--- src/tkrs_pkg.sv ---
// Package for the top-k ranked selector: sizes, entry type and rank compare.
package tkrs_pkg;

	localparam int Capacity = 16;
	localparam int IdxW = $clog2(Capacity);
	localparam int CntW = $clog2(Capacity + 1);

	typedef struct packed {
		logic [31:0] score;
		logic [26:0] date;
		logic [47:0] id;
		logic [31:0] name;
	} entry_t;

	localparam int EntryW = $bits(entry_t);

	typedef enum logic {
		KIND_OFFER = 1'b0,
		KIND_READ  = 1'b1
	} kind_t;

	// True when a strictly outranks b
	function automatic logic outranks(entry_t a, entry_t b, logic mode);
		logic r;
		if (a.score != b.score) r = a.score > b.score;
		else if (a.date != b.date) r = a.date > b.date;
		else if (a.id == b.id) r = 1'b0;
		else r = mode ? (a.id > b.id) : (a.id < b.id);
		return r;
	endfunction

endpackage

--- src/top_k_ranked_selector_top.sv ---
// Top level of the top-k ranked selector: table memory, scan and sort sequencer.
//
// The block keeps the best 16 entries offered. One item at a time: start is
// taken only while busy is low. An offer while the table has room is written
// in the accepting cycle, so busy stays low and the next word can follow at
// once. An offer to a full table scans all 16 slots through the one read port
// of the entry memory, reading and then comparing each slot, and then
// decides on the replacement: busy stays high from acceptance until that
// decision. A readout runs an insertion sort in the memory (one read and at
// most one write per cycle) and then streams the n entries, each read and
// then emitted, each marked by out_valid for one cycle; last marks the final
// one. The receiver cannot stall the stream. order_mode is written through
// cfg_valid/cfg_ready.
module top_k_ranked_selector_top (
	input  logic        clk,
	input  logic        arst_n,
	input  logic        start,
	output logic        busy,
	input  logic        kind,
	input  logic [31:0] score,
	input  logic [26:0] date_key,
	input  logic [47:0] id_key,
	input  logic [31:0] name_tag,
	input  logic        cfg_valid,
	output logic        cfg_ready,
	input  logic        cfg_data,
	output logic        out_valid,
	output logic [47:0] out_id,
	output logic [31:0] out_name,
	output logic [31:0] out_score,
	output logic        last
);
	import tkrs_pkg::*;

	typedef enum logic [3:0] {
		ST_IDLE, ST_SCAN_RD, ST_SCAN_CMP, ST_REPL,
		ST_SORT_KEY, ST_SORT_KEYW, ST_SORT_RD, ST_SORT_CMP, ST_SORT_PUT,
		ST_OUT_RD, ST_OUT_EMIT
	} state_t;

	state_t          state_q;
	logic            mode_q;
	logic [CntW-1:0] count_q;
	logic [CntW-1:0] i_q;      // scan index / sort outer index
	logic [CntW-1:0] j_q;      // sort inner position
	logic [IdxW-1:0] worst_q;
	entry_t          worst_e_q;
	entry_t          new_q;    // offered entry or sort key

	// entry memory, one port each way, registered read
	entry_t          mem [Capacity];
	logic            we;
	logic [IdxW-1:0] waddr;
	entry_t          wdata;
	logic [IdxW-1:0] raddr;
	entry_t          rdata;

	always_ff @(posedge clk) begin
		if (we) mem[waddr] <= wdata;
		rdata <= mem[raddr];
	end

	assign busy = (state_q != ST_IDLE);
	assign cfg_ready = 1'b1;

	// read address and write port steering
	always_comb begin
		raddr = i_q[IdxW-1:0];
		we = 1'b0;
		waddr = i_q[IdxW-1:0];
		wdata = new_q;
		unique case (state_q)
			ST_SORT_RD: raddr = IdxW'(j_q - 1'b1);
			ST_SORT_CMP: begin
				we = outranks(new_q, rdata, mode_q);
				waddr = j_q[IdxW-1:0];
				wdata = rdata;
			end
			ST_SORT_PUT: waddr = j_q[IdxW-1:0];
			ST_REPL: begin
				we = outranks(new_q, worst_e_q, mode_q);
				waddr = worst_q;
			end
			default: ;
		endcase
		if (state_q == ST_SORT_PUT) we = 1'b1;
		if (state_q == ST_IDLE && start && kind == KIND_OFFER && count_q < CntW'(Capacity)) begin
			we = 1'b1;
			waddr = count_q[IdxW-1:0];
			wdata = '{score: score, date: date_key, id: id_key, name: name_tag};
		end
	end

	// control sequencer
	always_ff @(posedge clk or negedge arst_n) begin
		if (!arst_n) begin
			state_q <= ST_IDLE;
			mode_q <= 1'b0;
			count_q <= '0;
			i_q <= '0;
			j_q <= '0;
			worst_q <= '0;
			out_valid <= 1'b0;
			last <= 1'b0;
		end else begin
			out_valid <= 1'b0;
			last <= 1'b0;
			if (cfg_valid) mode_q <= cfg_data;
			unique case (state_q)
				ST_IDLE: begin
					i_q <= '0;
					if (start) begin
						new_q <= '{score: score, date: date_key, id: id_key, name: name_tag};
						if (kind == KIND_READ) begin
							i_q <= CntW'(1);
							state_q <= ST_SORT_KEY;
						end else if (count_q < CntW'(Capacity)) begin
							count_q <= count_q + 1'b1;
						end else begin
							state_q <= ST_SCAN_RD;
						end
					end
				end
				ST_SCAN_RD: begin
					i_q <= i_q + 1'b1;
					state_q <= ST_SCAN_CMP;
				end
				ST_SCAN_CMP: begin
					// keep the lowest slot among exact ties for worst
					if (i_q == CntW'(1) || outranks(worst_e_q, rdata, mode_q)) begin
						worst_e_q <= rdata;
						worst_q <= IdxW'(i_q - 1'b1);
					end
					state_q <= (i_q == CntW'(Capacity)) ? ST_REPL : ST_SCAN_RD;
				end
				ST_REPL: state_q <= ST_IDLE;
				ST_SORT_KEY: begin
					if (i_q >= count_q) begin
						i_q <= '0;
						state_q <= (count_q == '0) ? ST_IDLE : ST_OUT_RD;
					end else begin
						state_q <= ST_SORT_KEYW;
					end
				end
				ST_SORT_KEYW: begin
					j_q <= i_q;
					state_q <= ST_SORT_RD;
				end
				ST_SORT_RD: begin
					if (j_q == i_q) new_q <= rdata;
					state_q <= (j_q == '0) ? ST_SORT_PUT : ST_SORT_CMP;
				end
				ST_SORT_CMP: begin
					if (outranks(new_q, rdata, mode_q)) begin
						j_q <= j_q - 1'b1;
						state_q <= (j_q == CntW'(1)) ? ST_SORT_PUT : ST_SORT_RD;
					end else begin
						state_q <= ST_SORT_PUT;
					end
				end
				ST_SORT_PUT: begin
					i_q <= i_q + 1'b1;
					state_q <= ST_SORT_KEY;
				end
				ST_OUT_RD: begin
					i_q <= i_q + 1'b1;
					state_q <= ST_OUT_EMIT;
				end
				ST_OUT_EMIT: begin
					out_valid <= 1'b1;
					last <= (i_q == count_q);
					out_id <= rdata.id;
					out_name <= rdata.name;
					out_score <= rdata.score;
					state_q <= (i_q == count_q) ? ST_IDLE : ST_OUT_RD;
				end
				default: state_q <= ST_IDLE;
			endcase
		end
	end

endmodule
--- config.mk ---
export PLATFORM = sky130hd
export DESIGN_NAME = top_k_ranked_selector_top
export DESIGN_NICKNAME = d
export VERILOG_FILES = /design/src/tkrs_pkg.sv /design/src/top_k_ranked_selector_top.sv
export SDC_FILE = /design/constraint.sdc
export NUM_CORES = 2
export LEC_CHECK = 0
export BUFFER_PORTS_ARGS = -buffer_cell sky130_fd_sc_hd__buf_2
export CAP_MARGIN = 10
export CORE_MARGIN = 4
export CORE_UTILIZATION = 50
export CTS_CLUSTER_DIAMETER = 120
export CTS_CLUSTER_SIZE = 30
export DETAILED_ROUTE_END_ITERATION = 8
export GPL_TIMING_DRIVEN = 0
export MAX_ROUTING_LAYER = met4
export PLACE_DENSITY = 0.69
export SYNTH_ARGS = -nofsm -noshare
export SYNTH_HDL_FRONTEND = slang
export SYNTH_SLANG_ARGS = --single-unit
--- constraint.sdc ---
create_clock -name clk -period 19.6 [get_ports clk]
set_input_delay 2.94 -clock clk [delete_from_list [all_inputs] [get_ports clk]]
set_output_delay 2.94 -clock clk [all_outputs]
set_load 0.05 [all_outputs]
### After elaboration in Yosys (flattened, before gate mapping)

Memories as Yosys holds them, arrays and structs flattened. A register that Yosys moved wholly into a read port is not among the register bits.
Cells that the tools add are included.

| operators by class | value |
|---|---|
| add/sub/neg operators | 4 |
| multipliers | 0 |
| div/mod/pow operators | 0 |
| magnitude comparators | 14 |
| eq/ne operators | 29 |
| shift-type cells | 0 |
| muxes and demuxes | 46 |
| bitwise logic cells | 1 |
| reductions and logical operators | 21 |

Operator list:

| cell | number |
|---|---|
| two-way mux 139 bit | 4 |
| case mux 139 bit (2 select lines) | 1 |
| equality test 48 bit | 3 |
| greater-than comparator 48 bit | 3 |
| less-than comparator 48 bit | 3 |
| greater-than comparator 32 bit | 3 |
| != test 32 bit | 3 |
| greater-than comparator 27 bit | 3 |
| != test 27 bit | 3 |
| two-way mux 4 bit | 11 |
| case mux 4 bit (10 select lines) | 1 |
| two-way mux 1 bit | 22 |
| equality test 4 x 3 -> 1 bit, second input constant | 4 |
| case mux 5 bit (3 select lines) | 1 |
| equality test 4 bit, second input constant | 3 |
| adder 5 x 1 -> 5 bit, second input constant | 2 |
| equality test 5 x 1 -> 1 bit, second input constant | 2 |
| equality test 5 bit | 2 |
| zero test 5 bit | 2 |
| two-way mux 5 bit | 2 |
| case mux 5 bit (2 select lines) | 1 |
| AND reduction 2 bit | 5 |
| equality test 4 x 2 -> 1 bit, second input constant | 2 |
| != test 2 bit, second input constant | 4 |
| other kinds (21) | 25 |

| word-level totals | value |
|---|---|
| register bits | 384 |
| bits in latches | 0 |
| RAM bits | 2224 |
| ROM bits | 0 |
| input port bits | 145 |
| memories | 1 |

Memories:

| name | depth | width | read ports | clocked after Yosys merged registers in | write ports | RTL line | source |
|---|---|---|---|---|---|---|---|
| mem | 16 | 139 | 1 | 1 | 1 | top_k_ranked_selector_top.sv:51 | `entry_t mem [Capacity];` |

### Logic depth before layout (Yosys ltp)

| logic depth | value |
|---|---|
| word-level depth | 10 |
| gate-level depth with buffers | 11 |
| gate-level depth less buffers | 10 |

### Worst setup path after synthesis

OpenSTA, ideal clock, no wires.

| timing path | value |
|---|---|
| path type | input port to flip-flop |
| start | in start |
| end | mem mem[7][0] (netlist bit), enable pin |
| setup time | 0.684 ns |
| arrival time | 10.896 ns |
| path slack | 8.019 ns |
| stages | 7 |
| cells stage by stage | inv_1 > nor4_1 > clkbuf_1 > a21oi_1 > nor2b_1 > nand2_1 > a21oi_1 |

| between the ends | value |
|---|---|
| word-level cells in the longest chain between the ends | 6 |

Ends and longest elaborated chain:

| item | RTL line | source |
|---|---|---|
| from (decl) | top_k_ranked_selector_top.sv:17 | `input logic start,` |
| logical AND 1 bit * (3 in a row) | top_k_ranked_selector_top.sv:87 | `if (state_q == ST_IDLE && start && kind == KIND_OFFER && count_q < CntW'(Capacity)) begin` |
| two-way mux 1 bit | top_k_ranked_selector_top.sv:87 |  |
| two-way mux 1 bit | top_k_ranked_selector_top.sv:59 | `if (we) mem[waddr] <= wdata;` |
| two-way mux 1 bit (implied by the code) | top_k_ranked_selector_top.sv:59 |  |
| to (decl) | top_k_ranked_selector_top.sv:51 |  |

Mark *: on every way between the ends. The rest lies on a longest branch, timed or not.

### Worst setup path in the final report

| timing path | value |
|---|---|
| start | reg rdata[65] (netlist name) |
| end | mem mem[11][91] (netlist bit), enable pin |

| between the ends | value |
|---|---|
| word-level cells in the longest chain between the ends | 10 |

Ends and longest elaborated chain:

| item | RTL line | source |
|---|---|---|
| less-than comparator 48 bit / greater-than comparator 48 bit (equally long branches) | tkrs_pkg.sv:28 | `else r = mode ? (a.id > b.id) : (a.id < b.id);` |
| two-way mux 1 bit | tkrs_pkg.sv:28 |  |
| two-way mux 1 bit * | tkrs_pkg.sv:27 | `else if (a.id == b.id) r = 1'b0;` |
| two-way mux 1 bit * | tkrs_pkg.sv:26 | `else if (a.date != b.date) r = a.date > b.date;` |
| two-way mux 1 bit * | tkrs_pkg.sv:25 | `if (a.score != b.score) r = a.score > b.score;` |
| case mux 1 bit (2 select lines) * | top_k_ranked_selector_top.sv:72 | `unique case (state_q)` |
| two-way mux 1 bit * | top_k_ranked_selector_top.sv:86 | `if (state_q == ST_SORT_PUT) we = 1'b1;` |
| two-way mux 1 bit * | top_k_ranked_selector_top.sv:87 |  |
| two-way mux 1 bit * | top_k_ranked_selector_top.sv:59 |  |
| two-way mux 1 bit (implied by the code) * | top_k_ranked_selector_top.sv:59 |  |

Marked as above.

==> results.md <==
| Metric | Value |
|---|---|
| Run status | finished, final reports clean |
| Critical Path, Cell by Cell | inv_1 > ha_1 > a21oi_1 > o21ai_0 > a221oi_1 > a21oi_1 > a2111oi_2 > a211oi_1 > nor3_2 > buf_2 > a21oi_4 > buf_16 > buf_16 > buf_12 > buf_12 |
| Cell Count Post-Placement | 9599 |
| Synthesized area per cell | 18.12 um2 |
| Max-slew violation count | 0 |
| Crit path kind | flip-flop to flip-flop |
| Cell with the largest stage delay on the worst path | a221oi_1 |
| Number of antenna violations at the first check in global routing | 41 |
| Share of synthesized registers carrying an async set or reset | 0.9465% |
| DRC marker count from the first detailed-route iteration | 8121 |
| Aggregate negative setup slack | 0 ps |
| Via count of the first global-routing pass | 60268 |
| DRC | 0 |
| Post-CTS repair timing setup buffer count | 0 |
| Number of register bits inferred by synthesis | 2747 |
| Site row count | 173 |
| Sequential element share of the synthesized area | 72.16% |
| Top library cells by usage in the layout, fill and taps aside | 2582 x edfxtp_1, 556 x mux4_2, 387 x nand2_1 |
| Cell variety after synth | 74 |
| Non-Filler Instances | 9894 |
| Die Height | 481.7 um |
| DP Wirelength | 209600 um |
| Mean number of vias per cell | 6.241 |
| Antenna Violating Nets Remaining | 0 |
| Commonest non-fill, non-tap cell in the layout | edfxtp_1 |
| Wirelength, routed | 302800 um |
| Die outline width | 481.7 um |
| Number of CTS-inserted buffers | 103 |
| Top-level port count | 261 |
| Kind of cell with the highest combined delay on the critical path | compound AO/OA/AOI/OAI gates |
| Worst-case register-to-register setup slack | 12340 ps |
| TritonCTS clock tree | done |
| PwrDens | 121.8 mW/mm2 |
| Buffers from clock root to sink, at most | 3 |
| Final core utilization | 56.08% |
| Worst Tran Pin Value | 1498 ps |
| Synth warnings | 0 |
| Overflow left after global routing | 0 |
| Combined area of all synthesized cells | 0.1122 mm2 |
| Peak supply drop | 0.00008272 V |
| Hold_buf cts | 0 |
| Maximum operating frequency | 137.8 MHz |
| Syn-to-layout area delta | 11.34% |
| DRT Pass-1 Iters | 9 |
| Floorplan Core Area | 0.2227 mm2 |
| FF-to-FF path depth | 15 |
| Post-route standard cell area excluding fillers | 0.1249 mm2 |
| Worst-path maximum fanout | 19 |
| Buffers and inverters on the worst path | 6 |
| CTS Sinks | 2747 |
| Critical Path Sink Type | flip-flop |
| Maximum cell stage delay along the critical path | 1310 ps |
| Max transition margin | 0.1642% |
| Resize count post-CTS | 0 |
| Number of cells on the worst hold path | 0 |
| EDFF count, synth | 2582 |
| Unrepaired setup endpoints after global routing | no |
| Wire length per cell after detailed routing | 30.61 um |
| Final setup violating endpoints | 0 |
| Overall global routing resource usage | 26.68% |
| Arrival time at the worst endpoint | 7780 ps |
| Leakage power | 41.89 nW |
| Worst Path Required | 20130 ps |
| Period utilization | 37.03% |
| Hold Violations, Final | 0 |
| Pin count of the biggest net entering global routing | 40 |
| Post-layout nets | 7275 |
| Cell at the root of the clock tree | clkbuf_16 |
| Skew-Pair Late Insertion Delay | 830 ps |
| CTS HTree Levels | 3 |
| Clock Pin Slew Worst Setup and Hold Paths | 120 ps |
| Shortest period the worst path allows | 7259 ps |
| Clock Skew | 62.41 ps |
| Share of final-layout standard cells stronger than drive strength 1 | 21.45% |
| Top_reg_cell synth | edfxtp_1 |
| Global-route wire length before repair | 433300 um |
| Total number of vias | 61748 |
| Crit path depth | 15 |
| Initial standard-cell utilization of the core | 50.37% |
| Number of buffers added on ports | 259 |
| Maximum capacitance violations | 0 |
| Die Area | 0.2320 mm2 |
| Syn Nets | 6671 |
| Worst Hold Class | flip-flop to flip-flop |
| Final weighted congestion of routability-driven global placement | 0.8823 |
| Cell Area, Placed | 0.1211 mm2 |
| Critical path launch point type | flip-flop |
| Cell count after synthesis | 6192 |
## through the flow
step                      hold slack (ps)  total power [mW]  worst slack, ps
after floorplan                     424.5             10.83             8019
after global placement              438.3             12.41            -2073
after detailed placement            439.9             12.48            12370
after CTS                           460.0             15.20            12590
after global routing                466.9             15.89            12330
final                               462.6             15.21            12340
## final timing paths
kind                            from      endpoint
min in group asynchronous     arst_n        i_q[4]
min                        rdata[14]  out_name[14]
min reg2reg                rdata[14]  out_name[14]
max reg2reg                rdata[65]   mem[11][91]
max                        rdata[65]   mem[11][91]
max in group asynchronous     arst_n    count_q[3]
## flip-flops by register name, indices dropped and copies added, names as in the netlist
| signal | flops |
|---|---|
| j_q | 5 |
| last | 1 |
| out_valid | 1 |
| new_q | 139 |
| count_q | 5 |
| out_id | 48 |
| out_score | 32 |
| mode_q | 1 |
| out_name | 32 |
| worst_q | 4 |
| mem | 2224 |
| i_q | 5 |
| worst_e_q | 107 |
| state_q | 4 |
| rdata | 139 |
## layer usage
metal / up-vias / part of all wire (%) / GRT usage (%)
met5: - / 0 / -
met4: 0 / 3.7 / 9.077
met1: 32290 / 40 / 37.51
li1: 25957 / - / -
met3: 411 / 9.4 / 4.525
met2: 3090 / 46 / 40.02
## final cells by class
type,count,area [um2]
buffer,294,1250
timing repair buffer,499,5446
clock buffer,183,2920
clock inverter,12,172.7
tap,2975,3722
multi-input combinational,2904,29430
fill,16776,97820
antenna,33,82.58
inverter,247,927.1
sequential,2747,80970
## Yosys cell counts (10+ instances only)
library cell	number	share of area [%]
edfxtp_1	2582	69
clkbuf_1	170	0.57
a21oi_1	273	1.2
buf_2	93	0.41
nand3_1	43	0.19
dfxtp_1	139	2.5
nand2_1	387	1.3
a31oi_1	148	0.83
nor3_1	33	0.15
nor4_1	20	0.11
dfrtp_1	26	0.58
a221oi_1	10	0.078
o21ai_0	67	0.30
inv_1	247	0.83
o21a_1	10	0.067
nand2b_1	14	0.078
nor2b_1	148	0.83
a211oi_1	160	1.1
buf_1	26	0.087
mux2_2	142	1.4
ha_1	334	3.7
nand4_1	73	0.41
a21o_1	15	0.10
o211ai_1	15	0.10
mux4_2	556	11
mux2i_1	140	1.2
nor2_1	200	0.67
## cells by family (layout without fill, tap and decap cells)
group / count (synthesis) / after routing / synth area share, %
buffers and inverters: 541 / 1235 / 1.930
other: 1 / 34 / 0.003342
XOR/XNOR: 12 / 12 / 0.09367
flip-flops: 2747 / 2747 / 72.16
AO/OA/AOI/OAI: 767 / 767 / 4.295
AND/OR/NAND/NOR: 952 / 952 / 3.954
multiplexers: 838 / 838 / 13.83
adder cells (fa/ha/maj): 334 / 334 / 3.725
## power by group
| group | switching, mW | internal, mW | total, mW |
|---|---|---|---|
| registers | 0.367 | 7.42 | 7.79 |
| clock network | 1.74 | 1.05 | 2.79 |
| logic | 2.76 | 1.87 | 4.64 |
Power figures use the tool's default switching activity.
